`config.mk`:
```
export PLATFORM = sky130hd
export DESIGN_NAME = periodic_convect_diffuse_step_flat
export DESIGN_NICKNAME = d
export VERILOG_FILES = /design/src/hw/rtl/pcd_pkg.sv /design/src/hw/rtl/pcd_in_if.sv /design/src/hw/rtl/pcd_out_if.sv /design/src/hw/rtl/pcd_ctrl.sv /design/src/hw/rtl/pcd_datapath.sv /design/src/hw/rtl/periodic_convect_diffuse_step.sv /design/src/flat_wrapper.sv
export SDC_FILE = /design/constraint.sdc
export NUM_CORES = 2
export LEC_CHECK = 0
export BUFFER_PORTS_ARGS = -buffer_cell sky130_fd_sc_hd__buf_2
export CAP_MARGIN = 15
export CORE_ASPECT_RATIO = 0.6
export CORE_MARGIN = 3
export CORE_UTILIZATION = 64
export CTS_CLUSTER_SIZE = 14
export DETAILED_ROUTE_END_ITERATION = 16
export HOLD_SLACK_MARGIN = 0.06
export PLACE_DENSITY = 0.87
export SYNTH_ARGS = -nofsm -noshare
export SYNTH_HDL_FRONTEND = slang
export SYNTH_SLANG_ARGS = --single-unit
```
`constraint.sdc`:
```
create_clock -name clk_i -period 12.9 [get_ports clk_i]
set_clock_uncertainty 0.1 [all_clocks]
set_input_delay 0.645 -clock clk_i [delete_from_list [all_inputs] [get_ports clk_i]]
set_output_delay 0.645 -clock clk_i [all_outputs]
set_load 0.005 [all_outputs]
```
`src/hw/rtl/pcd_pkg.sv`:
```
// Shared types and constants for the periodic convection-diffusion step block.
// Used by the channel interfaces, the controller, the datapath and the top level.
package pcd_pkg;

  localparam int DATA_W     = 16;
  localparam int GAIN_W     = 16;
  localparam int MODE_W     = 2;
  localparam int IDX_W      = 10;
  localparam int MAX_POINTS = 1024;
  localparam int CNT_W      = $clog2(MAX_POINTS);
  localparam int CFG_IDX_W  = 2;
  localparam int CFG_W      = 16;

  localparam int MUL_A_W    = 34;
  localparam int MUL_B_W    = 18;
  localparam int PROD_W     = MUL_A_W + MUL_B_W;
  localparam int SUM_W      = PROD_W + 2;
  localparam int FRAC_SHIFT = 29;
  localparam int Q_W        = SUM_W - FRAC_SHIFT;

  localparam logic [CFG_IDX_W-1:0] CFG_ADVECT  = 2'd0;
  localparam logic [CFG_IDX_W-1:0] CFG_DIFFUSE = 2'd1;
  localparam logic [CFG_IDX_W-1:0] CFG_MODE    = 2'd2;

  localparam logic [MODE_W-1:0] MODE_UPWIND = 2'd1;
  localparam logic [MODE_W-1:0] MODE_LAX    = 2'd2;

  typedef enum logic [2:0] {
    S_IDLE,
    S_AV,
    S_CONV,
    S_DIFF,
    S_SUM,
    S_PUT,
    S_PASS1,
    S_PASS0
  } pcd_state_e;

  typedef enum logic [2:0] {
    OP_NONE,
    OP_AV,
    OP_CONV,
    OP_DIFF,
    OP_SUM
  } pcd_op_e;

  typedef enum logic [1:0] {
    ST_MID,
    ST_TAIL,
    ST_WRAP
  } pcd_stencil_e;

  typedef enum logic [1:0] {
    SRC_CALC,
    SRC_W2,
    SRC_HEAD
  } pcd_src_e;

  typedef enum logic [1:0] {
    IDX_PREV,
    IDX_CUR,
    IDX_ONE,
    IDX_ZERO
  } pcd_idx_e;

  typedef struct packed {
    logic         shift;
    pcd_op_e      op;
    pcd_stencil_e stencil;
    logic         out_load;
    pcd_src_e     out_src;
    pcd_idx_e     out_idx;
    logic         out_final;
  } pcd_cmd_t;

  typedef struct packed {
    logic out_free;
    logic in_last;
    logic cnt_ge2;
    logic cnt_one;
  } pcd_status_t;

endpackage

```
`src/hw/rtl/pcd_in_if.sv`:
```
// Input channel of the convection-diffusion step block: one grid point per request.
// Depends on pcd_pkg for the field widths.
interface pcd_in_if import pcd_pkg::*; ();
  logic                     valid;
  logic                     ready;
  logic signed [DATA_W-1:0] sample;
  logic signed [DATA_W-1:0] velocity;
  logic                     line_end;

  modport source (output valid, output sample, output velocity, output line_end,
                  input ready);
  modport sink (input valid, input sample, input velocity, input line_end,
                output ready);
endinterface

```
`src/hw/rtl/pcd_out_if.sv`:
```
// Output channel of the convection-diffusion step block: one updated point per request.
// Depends on pcd_pkg for the field widths.
interface pcd_out_if import pcd_pkg::*; ();
  logic                     valid;
  logic                     ready;
  logic signed [DATA_W-1:0] new_value;
  logic [IDX_W-1:0]         point_index;
  logic                     final_result;

  modport source (output valid, output new_value, output point_index,
                  output final_result, input ready);
  modport sink (input valid, input new_value, input point_index, input final_result,
                output ready);
endinterface

```
`src/hw/rtl/pcd_ctrl.sv`:
```
// Controller of the convection-diffusion step block: sequences the shared multiplier,
// the final sum and the result loads. Depends on pcd_pkg.
module pcd_ctrl import pcd_pkg::*; (
  input  logic        clk_i,
  input  logic        rst_ni,
  input  logic        in_valid_i,
  output logic        in_ready_o,
  input  pcd_status_t st_i,
  output pcd_cmd_t    cmd_o
);

  pcd_state_e   state_q, state_d;
  pcd_stencil_e job_q, job_d;
  logic         last_q, last_d;

  always_ff @(posedge clk_i or negedge rst_ni) begin
    if (!rst_ni) begin
      state_q <= S_IDLE;
      job_q   <= ST_MID;
      last_q  <= 1'b0;
    end else begin
      state_q <= state_d;
      job_q   <= job_d;
      last_q  <= last_d;
    end
  end

  always_comb begin
    state_d           = state_q;
    job_d             = job_q;
    last_d            = last_q;
    in_ready_o        = 1'b0;
    cmd_o             = '0;
    cmd_o.op          = OP_NONE;
    cmd_o.stencil     = job_q;
    cmd_o.out_src     = SRC_CALC;
    cmd_o.out_idx     = IDX_PREV;
    unique case (state_q)
      S_IDLE: begin
        in_ready_o = 1'b1;
        if (in_valid_i) begin
          cmd_o.shift = 1'b1;
          last_d      = st_i.in_last;
          if (st_i.cnt_ge2) begin
            job_d   = ST_MID;
            state_d = S_AV;
          end else if (st_i.in_last && st_i.cnt_one) begin
            state_d = S_PASS1;
          end else if (st_i.in_last) begin
            state_d = S_PASS0;
          end
        end
      end
      S_AV: begin
        cmd_o.op = OP_AV;
        state_d  = S_CONV;
      end
      S_CONV: begin
        cmd_o.op = OP_CONV;
        state_d  = S_DIFF;
      end
      S_DIFF: begin
        cmd_o.op = OP_DIFF;
        state_d  = S_SUM;
      end
      S_SUM: begin
        cmd_o.op = OP_SUM;
        state_d  = S_PUT;
      end
      S_PUT: begin
        if (st_i.out_free) begin
          cmd_o.out_load = 1'b1;
          unique case (job_q)
            ST_MID: begin
              cmd_o.out_idx = IDX_PREV;
              if (last_q) begin
                job_d   = ST_TAIL;
                state_d = S_AV;
              end else begin
                state_d = S_IDLE;
              end
            end
            ST_TAIL: begin
              cmd_o.out_idx = IDX_CUR;
              job_d         = ST_WRAP;
              state_d       = S_AV;
            end
            ST_WRAP: begin
              cmd_o.out_idx   = IDX_ZERO;
              cmd_o.out_final = 1'b1;
              state_d         = S_IDLE;
            end
            default: begin
              state_d = S_IDLE;
            end
          endcase
        end
      end
      S_PASS1: begin
        if (st_i.out_free) begin
          cmd_o.out_load = 1'b1;
          cmd_o.out_src  = SRC_W2;
          cmd_o.out_idx  = IDX_ONE;
          state_d        = S_PASS0;
        end
      end
      S_PASS0: begin
        if (st_i.out_free) begin
          cmd_o.out_load  = 1'b1;
          cmd_o.out_src   = SRC_HEAD;
          cmd_o.out_idx   = IDX_ZERO;
          cmd_o.out_final = 1'b1;
          state_d         = S_IDLE;
        end
      end
      default: begin
        state_d = S_IDLE;
      end
    endcase
  end

`ifndef SYNTH
  a_load_needs_room: assert property (@(posedge clk_i) disable iff (!rst_ni)
    cmd_o.out_load |-> st_i.out_free)
    else $error("Result loaded while the output register is still occupied.");

  a_mul_order: assert property (@(posedge clk_i) disable iff (!rst_ni)
    (state_q == S_AV) |=> (state_q == S_CONV))
    else $error("Convection product did not follow the gain product.");

  a_single_point_line: assert property (@(posedge clk_i) disable iff (!rst_ni)
    (cmd_o.shift && st_i.in_last && !st_i.cnt_ge2 && !st_i.cnt_one)
      |=> (state_q == S_PASS0))
    else $error("One-point line did not go straight to its final result.");

  a_wrap_after_tail: assert property (@(posedge clk_i) disable iff (!rst_ni)
    (state_q == S_PUT && job_q == ST_TAIL && st_i.out_free) |=> (job_q == ST_WRAP))
    else $error("Wraparound point was not scheduled after the last point.");
`endif

endmodule

```
`src/hw/rtl/pcd_datapath.sv`:
```
// Datapath of the convection-diffusion step block: point window, configuration,
// shared 34x18 multiplier, rounding sum and output register. Depends on pcd_pkg.
module pcd_datapath import pcd_pkg::*; (
  input  logic                     clk_i,
  input  logic                     rst_ni,
  input  logic                     cfg_we_i,
  input  logic [CFG_IDX_W-1:0]     cfg_idx_i,
  input  logic [CFG_W-1:0]         cfg_wdata_i,
  input  logic signed [DATA_W-1:0] in_sample_i,
  input  logic signed [DATA_W-1:0] in_velocity_i,
  input  logic                     in_line_end_i,
  input  logic                     out_ready_i,
  output logic                     out_valid_o,
  output logic signed [DATA_W-1:0] new_value_o,
  output logic [IDX_W-1:0]         point_index_o,
  output logic                     final_result_o,
  input  pcd_cmd_t                 cmd_i,
  output pcd_status_t              st_o
);

  logic [GAIN_W-1:0]        adv_q, dif_q;
  logic [MODE_W-1:0]        mode_q;
  logic signed [DATA_W-1:0] w0_q, w1_q, w2_q, wv0_q, wv1_q, h0_q, h1_q, hv_q;
  logic [CNT_W-1:0]         cnt_q, cur_q;
  logic signed [32:0]       av_q;
  logic signed [PROD_W-1:0] conv_q, diff_q;
  logic signed [DATA_W-1:0] res_q;
  logic                     out_valid_q;
  logic signed [DATA_W-1:0] out_value_q;
  logic [IDX_W-1:0]         out_idx_q;
  logic                     out_final_q;

  logic signed [DATA_W-1:0]  op_l, op_c, op_r, op_v;
  logic signed [17:0]        d2;
  logic signed [16:0]        du;
  logic signed [16:0]        rl_sum;
  logic signed [MUL_A_W-1:0] mul_a;
  logic signed [MUL_B_W-1:0] mul_b;
  logic signed [PROD_W-1:0]  mul_p;
  logic signed [SUM_W-1:0]   base, conv_x, diff_x, total;
  logic signed [Q_W-1:0]     q;
  logic signed [DATA_W-1:0]  sat;
  logic                      in_last;
  logic [IDX_W-1:0]          idx_sel;

  assign in_last = in_line_end_i || (cnt_q == CNT_W'(MAX_POINTS - 1));

  assign st_o.out_free = !out_valid_q || out_ready_i;
  assign st_o.in_last  = in_last;
  assign st_o.cnt_ge2  = cnt_q >= CNT_W'(2);
  assign st_o.cnt_one  = cnt_q == CNT_W'(1);

  always_ff @(posedge clk_i or negedge rst_ni) begin
    if (!rst_ni) begin
      adv_q  <= '0;
      dif_q  <= '0;
      mode_q <= '0;
    end else if (cfg_we_i) begin
      unique case (cfg_idx_i)
        CFG_ADVECT:  adv_q  <= GAIN_W'(cfg_wdata_i);
        CFG_DIFFUSE: dif_q  <= GAIN_W'(cfg_wdata_i);
        CFG_MODE:    mode_q <= cfg_wdata_i[MODE_W-1:0];
        default: begin
        end
      endcase
    end
  end

  always_ff @(posedge clk_i or negedge rst_ni) begin
    if (!rst_ni) begin
      w0_q  <= '0;
      w1_q  <= '0;
      w2_q  <= '0;
      wv0_q <= '0;
      wv1_q <= '0;
      h0_q  <= '0;
      h1_q  <= '0;
      hv_q  <= '0;
      cnt_q <= '0;
      cur_q <= '0;
    end else if (cmd_i.shift) begin
      w0_q  <= w1_q;
      w1_q  <= w2_q;
      w2_q  <= in_sample_i;
      wv0_q <= wv1_q;
      wv1_q <= in_velocity_i;
      if (cnt_q == CNT_W'(0)) begin
        h0_q <= in_sample_i;
        hv_q <= in_velocity_i;
      end
      if (cnt_q == CNT_W'(1)) begin
        h1_q <= in_sample_i;
      end
      cur_q <= cnt_q;
      cnt_q <= in_last ? '0 : cnt_q + CNT_W'(1);
    end
  end

  always_comb begin
    unique case (cmd_i.stencil)
      ST_MID: begin
        op_l = w0_q;
        op_c = w1_q;
        op_r = w2_q;
        op_v = wv0_q;
      end
      ST_TAIL: begin
        op_l = w1_q;
        op_c = w2_q;
        op_r = h0_q;
        op_v = wv1_q;
      end
      ST_WRAP: begin
        op_l = w2_q;
        op_c = h0_q;
        op_r = h1_q;
        op_v = hv_q;
      end
      default: begin
        op_l = w0_q;
        op_c = w1_q;
        op_r = w2_q;
        op_v = wv0_q;
      end
    endcase
  end

  assign d2     = 18'(op_r) - (18'(op_c) <<< 1) + 18'(op_l);
  assign rl_sum = 17'(op_r) + 17'(op_l);

  always_comb begin
    if (mode_q == MODE_UPWIND) begin
      du = op_v[DATA_W-1] ? (17'(op_r) - 17'(op_c)) : (17'(op_c) - 17'(op_l));
    end else begin
      du = 17'(op_r) - 17'(op_l);
    end
  end

  always_comb begin
    unique case (cmd_i.op)
      OP_AV: begin
        mul_a = MUL_A_W'(adv_q);
        mul_b = MUL_B_W'(op_v);
      end
      OP_CONV: begin
        mul_a = MUL_A_W'(av_q);
        mul_b = MUL_B_W'(du);
      end
      OP_DIFF: begin
        mul_a = MUL_A_W'(dif_q);
        mul_b = d2;
      end
      default: begin
        mul_a = '0;
        mul_b = '0;
      end
    endcase
  end

  assign mul_p = mul_a * mul_b;

  always_comb begin
    if (mode_q == MODE_LAX) begin
      base = SUM_W'(rl_sum) <<< (FRAC_SHIFT - 1);
    end else begin
      base = SUM_W'(op_c) <<< FRAC_SHIFT;
    end
    conv_x = (mode_q == MODE_UPWIND) ? (SUM_W'(conv_q) <<< 1) : SUM_W'(conv_q);
    diff_x = SUM_W'(diff_q) <<< 13;
    total  = base - conv_x + diff_x + (SUM_W'(1) <<< (FRAC_SHIFT - 1));
    q      = total[SUM_W-1:FRAC_SHIFT];
    if (q[Q_W-1:DATA_W-1] == '0 || q[Q_W-1:DATA_W-1] == '1) begin
      sat = q[DATA_W-1:0];
    end else begin
      sat = q[Q_W-1] ? {1'b1, {(DATA_W-1){1'b0}}} : {1'b0, {(DATA_W-1){1'b1}}};
    end
  end

  always_ff @(posedge clk_i) begin
    unique case (cmd_i.op)
      OP_AV:   av_q   <= mul_p[32:0];
      OP_CONV: conv_q <= mul_p;
      OP_DIFF: diff_q <= mul_p;
      OP_SUM:  res_q  <= sat;
      default: begin
      end
    endcase
  end

  always_comb begin
    unique case (cmd_i.out_idx)
      IDX_PREV: idx_sel = IDX_W'(cur_q - CNT_W'(1));
      IDX_CUR:  idx_sel = IDX_W'(cur_q);
      IDX_ONE:  idx_sel = IDX_W'(1);
      IDX_ZERO: idx_sel = '0;
      default:  idx_sel = '0;
    endcase
  end

  always_ff @(posedge clk_i or negedge rst_ni) begin
    if (!rst_ni) begin
      out_valid_q <= 1'b0;
    end else if (cmd_i.out_load) begin
      out_valid_q <= 1'b1;
    end else if (out_ready_i) begin
      out_valid_q <= 1'b0;
    end
  end

  always_ff @(posedge clk_i) begin
    if (cmd_i.out_load) begin
      unique case (cmd_i.out_src)
        SRC_CALC: out_value_q <= res_q;
        SRC_W2:   out_value_q <= w2_q;
        SRC_HEAD: out_value_q <= h0_q;
        default:  out_value_q <= res_q;
      endcase
      out_idx_q   <= idx_sel;
      out_final_q <= cmd_i.out_final;
    end
  end

  assign out_valid_o    = out_valid_q;
  assign new_value_o    = out_value_q;
  assign point_index_o  = out_idx_q;
  assign final_result_o = out_final_q;

`ifndef SYNTH
  a_count_restarts: assert property (@(posedge clk_i) disable iff (!rst_ni)
    (cmd_i.shift && in_last) |=> (cnt_q == '0))
    else $error("Point count did not restart after the last point of a line.");

  a_result_held: assert property (@(posedge clk_i) disable iff (!rst_ni)
    $fell(out_valid_q) |-> $past(out_ready_i))
    else $error("Result dropped before it was taken.");

  a_result_stable: assert property (@(posedge clk_i) disable iff (!rst_ni)
    (out_valid_q && !out_ready_i)
      |=> ($stable(out_value_q) && $stable(out_idx_q) && $stable(out_final_q)))
    else $error("Result changed while it was waiting to be taken.");
`endif

endmodule

```
`src/hw/rtl/periodic_convect_diffuse_step.sv`:
```
// Top level of the periodic convection-diffusion step block.
// Depends on pcd_pkg, pcd_in_if, pcd_out_if, pcd_ctrl and pcd_datapath.

// The block advances a periodic line of Q4.12 points by one explicit time step, one point
// per input request, and returns each updated point with its grid index; point 0 comes last
// and is marked final. Points 0 and 1 are taken from the idle state; when one of them closes
// a short line, its points pass unchanged to the output register. Every later point is
// shifted into the window, goes through the single shared 34x18 multiplier (gain times
// velocity, convection product, diffusion product) and the rounding sum, and is then loaded
// into the output register. The closing point of a line of three or more adds two more
// passes for the wraparound points. A result waits in an output register, so the next point
// is taken while it is still unread; a stalled output stalls the following result. Gains and
// mode must be written only while no line is in flight; the block does not enforce this.
module periodic_convect_diffuse_step import pcd_pkg::*; (
  input  logic                 clk_i,
  input  logic                 rst_ni,
  input  logic                 cfg_we_i,
  input  logic [CFG_IDX_W-1:0] cfg_idx_i,
  input  logic [CFG_W-1:0]     cfg_wdata_i,
  pcd_in_if.sink               in_i,
  pcd_out_if.source            out_o
);

  pcd_cmd_t    cmd;
  pcd_status_t st;

  pcd_ctrl u_ctrl (
    .clk_i      (clk_i),
    .rst_ni     (rst_ni),
    .in_valid_i (in_i.valid),
    .in_ready_o (in_i.ready),
    .st_i       (st),
    .cmd_o      (cmd)
  );

  pcd_datapath u_datapath (
    .clk_i          (clk_i),
    .rst_ni         (rst_ni),
    .cfg_we_i       (cfg_we_i),
    .cfg_idx_i      (cfg_idx_i),
    .cfg_wdata_i    (cfg_wdata_i),
    .in_sample_i    (in_i.sample),
    .in_velocity_i  (in_i.velocity),
    .in_line_end_i  (in_i.line_end),
    .out_ready_i    (out_o.ready),
    .out_valid_o    (out_o.valid),
    .new_value_o    (out_o.new_value),
    .point_index_o  (out_o.point_index),
    .final_result_o (out_o.final_result),
    .cmd_i          (cmd),
    .st_o           (st)
  );

endmodule

```
`src/flat_wrapper.sv`:
```
// flat-port wrapper written by rule: the top's interface ports become plain ports
module periodic_convect_diffuse_step_flat import pcd_pkg::*;
  (clk_i, rst_ni, cfg_we_i, cfg_idx_i, cfg_wdata_i, in_i_valid, in_i_sample, in_i_velocity, in_i_line_end, in_i_ready, out_o_valid, out_o_new_value, out_o_point_index, out_o_final_result, out_o_ready);
  pcd_in_if in_i_i ();
  pcd_out_if out_o_i ();
  input  logic clk_i;
  input  logic rst_ni;
  input  logic cfg_we_i;
  input  logic [CFG_IDX_W-1:0] cfg_idx_i;
  input  logic [CFG_W-1:0] cfg_wdata_i;
  input wire logic [$bits(in_i_i.valid)-1:0] in_i_valid;
  input wire logic [$bits(in_i_i.sample)-1:0] in_i_sample;
  input wire logic [$bits(in_i_i.velocity)-1:0] in_i_velocity;
  input wire logic [$bits(in_i_i.line_end)-1:0] in_i_line_end;
  output wire logic [$bits(in_i_i.ready)-1:0] in_i_ready;
  output wire logic [$bits(out_o_i.valid)-1:0] out_o_valid;
  output wire logic [$bits(out_o_i.new_value)-1:0] out_o_new_value;
  output wire logic [$bits(out_o_i.point_index)-1:0] out_o_point_index;
  output wire logic [$bits(out_o_i.final_result)-1:0] out_o_final_result;
  input wire logic [$bits(out_o_i.ready)-1:0] out_o_ready;
  assign in_i_i.valid = in_i_valid;
  assign in_i_i.sample = in_i_sample;
  assign in_i_i.velocity = in_i_velocity;
  assign in_i_i.line_end = in_i_line_end;
  assign in_i_ready = in_i_i.ready;
  assign out_o_valid = out_o_i.valid;
  assign out_o_new_value = out_o_i.new_value;
  assign out_o_point_index = out_o_i.point_index;
  assign out_o_final_result = out_o_i.final_result;
  assign out_o_i.ready = out_o_ready;
  periodic_convect_diffuse_step u_core (.clk_i(clk_i), .rst_ni(rst_ni), .cfg_we_i(cfg_we_i), .cfg_idx_i(cfg_idx_i), .cfg_wdata_i(cfg_wdata_i), .in_i(in_i_i), .out_o(out_o_i));
endmodule
```
==> impl_metrics.yaml <==
detailed_routing:
  drc: 0
  drtPass1Iterations: 7
  vias_per_cell: 6.28
  routed_wl_um: 135000
  vias: 34900
  drt-initial-drc-count: 4638
  detail-route-antenna-nets: 0
  post_drt_wl_per_cell_um: 24.3
timing:
  max_freq_mhz: 82.1
  relSlewSlack_pct: 13.3
  finalCritPeriodShare_pct: 94.4
  tightest_slew_ns: 1.29
  grt_setup_unrepaired: "false"
  fin_setup_tns_ns: 0
  min_period_ns: 12.18
  finalSetupViolations: 0
  maxSlewViolCount: 0
  hold_violations: 0
synth:
  synth-simple-area-share_pct: 14.7
  ys_types: 89
  ys_seq_elements: 358
  synth-xor-area-share_pct: 2.80
  syn_inst: 4625
  synthAdderAreaFrac_pct: 37.6
  synth_edf_count: 169
  synth_area_um2: 43100
  ys.warnings.count: 0
  syn_nets: 5606
  ys.flop_type: "dfrtp_1"
  ys_seq_area_share_pct: 22.7
  postSynthAreaPerCell_um2: 9.33
  muxShareOfSynthArea_pct: 3.63
  async_flop_share_pct: 52.8
  synth_top_family_by_area: "adder cells"
  synth_compound_area_share_pct: 10.7
worst_setup_path:
  cp_top_family: "adder cells"
  path_max_fanout: 64
  cpPeakStageDelay_ns: 0.68
  cp-end-kind: "flop"
  critPathKind: "flop to flop"
  crit_path_frequent_cell: "inv_1"
  cp-start-kind: "flop"
  worst_ep_arrival_time_ns: 12.39
  slowest_stage: "a21o_1"
  crit_buf_inv: 8
  cp_data_required_time_ns: 13.11
place:
  dp_hpwl_um: 108000
  numPortBuffers: 84
  place_area_um2: 44700
  gp_congestion: 1.05
floorplan:
  fp.dieH_um: 207
  die_x_um: 341
  die_area_um2: 70600
  core_um2: 66500
  rows: 73
  boundaryPins: 85
  start_util_pct: 64.9
grt:
  grt_start_max_net_pins: 120
  grt_overflow_total: 0
  grt_pass1_wl_um: 209000
  grt_antenna_before_repair: 7
  grtUsageTotal_pct: 38.8
  first_global_vias: 34200
final_layout:
  nNetsFinal: 5613
  design_area_um2: 45800
  area_delta_synth_final_pct: 6.27
  fill_cells: 5152
  drive_above_1_share_pct: 8.48
min_path:
  hold_path_class: "primary input to asynchronous set/reset pin"
clock_tree:
  cts_tree: "built"
  clk_pin_slew_worst_paths_ns: 0.08
  clock-sinks: 358
  cts-buffers-inserted: 35
  postCtsSetupBuffers: 0
  clock_path_buffers: 3
  clkLatencyLatePin_ns: 0.58
  cts_root_buf: "clkbuf_16"
  ctsHtreeMaxLevel: 2
flow_run:
  cap_violations: 0
status:
  status: "completed"
[cells by family after synthesis]
| logic type | count (synthesis) |
|---|---|
| and+or+nand+nor | 1455 |
| adders and majority gates | 925 |
| buffers and inverters | 898 |
| AOI/OAI and AO/OA | 708 |
| DFF | 358 |
| muxes | 144 |
| xor gates and xnor gates | 137 |
[registers in the layout, summed over array words and instances, names as in the netlist, 16 cells and up]
register	count
u_core.u_datapath.wv0_q	16
u_core.u_datapath.diff_q	41
u_core.u_datapath.hv_q	16
u_core.u_datapath.w2_q	16
u_core.u_datapath.adv_q	16
u_core.u_datapath.h0_q	16
u_core.u_datapath.res_q	16
u_core.u_datapath.wv1_q	16
u_core.u_datapath.w0_q	16
u_core.u_datapath.dif_q	16
u_core.u_datapath.h1_q	16
u_core.u_datapath.new_value_o	16
u_core.u_datapath.conv_q	52
u_core.u_datapath.w1_q	16
u_core.u_datapath.av_q	33
[what timing repair did]
action / 4_1_cts / 5_1_grt
endpoints found under the hold margin: 0 / 0
gates resized for setup: 0 / 1
hold buffers: 0 / 0
setup endpoints to repair: 0 / 1
[layer usage]
metal,part of all wire (%),vias to the layer above,global-route usage (%)
met3,17,240,17.0
met4,2.1,6,6.89
li1,-,15000,-
met5,0.034,-,0
met1,42,17300,60.2
met2,39,2374,50.3
[worst register-to-register path, delay by kind of cell (launching register included)]
kind                       cells  cell delay [ns]
AOI/OAI and AO/OA             13             4.33
xor gates and xnor gates       2             0.27
adders and majority gates     10             4.51
buffers and inverters          8             1.12
DFF                            1             0.36
and+or+nand+nor                6             1.23
[cells in the final DEF (no fill, tap or decap), types with 16 or more instances in the layout]
cell	netlist	layout
and2_1	70	69
a21o_1	51	51
edfxtp_1	169	169
nand3_1	45	45
dfrtp_1	189	187
or3_1	20	20
o21bai_1	28	28
nor3_1	71	69
nand2_1	803	802
clkbuf_16	0	35
buf_2	8	83
buf_4	0	87
o21ai_0	139	138
inv_1	691	691
and3_1	34	34
xnor2_1	90	90
o21a_1	21	21
a31oi_1	23	23
a21oi_1	204	201
a211oi_1	26	26
nor2_1	275	271
mux2i_1	46	46
nor2b_1	41	39
a22oi_1	89	89
fa_1	619	619
ha_1	306	303
xor2_1	46	46
nand4_1	16	16
mux2_2	98	98
nand2b_1	31	31
[worst paths after layout]
| check | to | slack, ns | start | depth (start not counted) |
|---|---|---|---|---|
| worst max-delay path | u_core.u_datapath.conv_q[44] | 0.72 | u_core.u_ctrl.job_q[0] | 39 |
| max in group asynchronous | u_core.u_ctrl.state_q[1] | 11.11 | rst_ni | 2 |
| min in group clk_i | u_core.u_datapath.wv1_q[8] | 0.18 | in_i_velocity[8] | 3 |
| worst max register to register | u_core.u_datapath.conv_q[44] | 0.72 | u_core.u_ctrl.job_q[0] | 39 |
| worst min register to register | u_core.u_datapath.wv0_q[1] | 0.38 | u_core.u_datapath.wv0_q[1] | 2 |
| worst min-delay path | u_core.u_datapath.w0_q[1] | 0.09 | rst_ni | 1 |
[metrics by stage]
step,setup slack [ns],std cells,util [%],hold WS [ns]
after floorplan,1.74,4625,-,0.249
after global placement,1.21,5490,67.2,0.355
after detailed placement,0.993,5490,67.2,0.357
after CTS,0.904,5551,68.9,0.140
after global routing,0.155,5556,68.9,0.176
final,0.717,5557,68.9,0.0850
[synth_stat cells (10+ instances only)]
master / instances / area (um^2)
nand2_1: 803 / 3010
inv_1: 691 / 2590
fa_1: 619 / 12400
ha_1: 306 / 3830
nor2_1: 275 / 1030
a21oi_1: 204 / 1020
dfrtp_1: 189 / 4730
clkbuf_1: 173 / 649
edfxtp_1: 169 / 5070
o21ai_0: 139 / 696
mux2_2: 98 / 1100
xnor2_1: 90 / 788
a22oi_1: 89 / 668
nor3_1: 71 / 355
and2_1: 70 / 438
a21o_1: 51 / 383
mux2i_1: 46 / 460
xor2_1: 46 / 403
nand3_1: 45 / 225
nor2b_1: 41 / 257
and3_1: 34 / 213
nand2b_1: 31 / 194
o21bai_1: 28 / 210
a211oi_1: 26 / 195
a31oi_1: 23 / 144
buf_1: 21 / 78.8
o21a_1: 21 / 158
or3_1: 20 / 125
nand4_1: 16 / 100
a21oi_2: 12 / 105
o211ai_1: 11 / 82.6
a21boi_0: 10 / 75.1
[cell type report]
cell class / count / area (um^2) / area share [%]
timing repair buffer: 174 / 1120 / 2.43
inverter: 694 / 2610 / 5.68
antenna: 1 / 2.50 / 0.00546
tap: 900 / 1130 / 2.46
clock inverter: 13 / 136 / 0.298
clock buffer: 48 / 955 / 2.08
sequential: 358 / 9810 / 21.4
multi-input combinational: 3369 / 30100 / 65.6
Power is left out: the tool's default activity adds up to more than one toggle a clock period on the data nets, which glitch-free logic cannot reach.
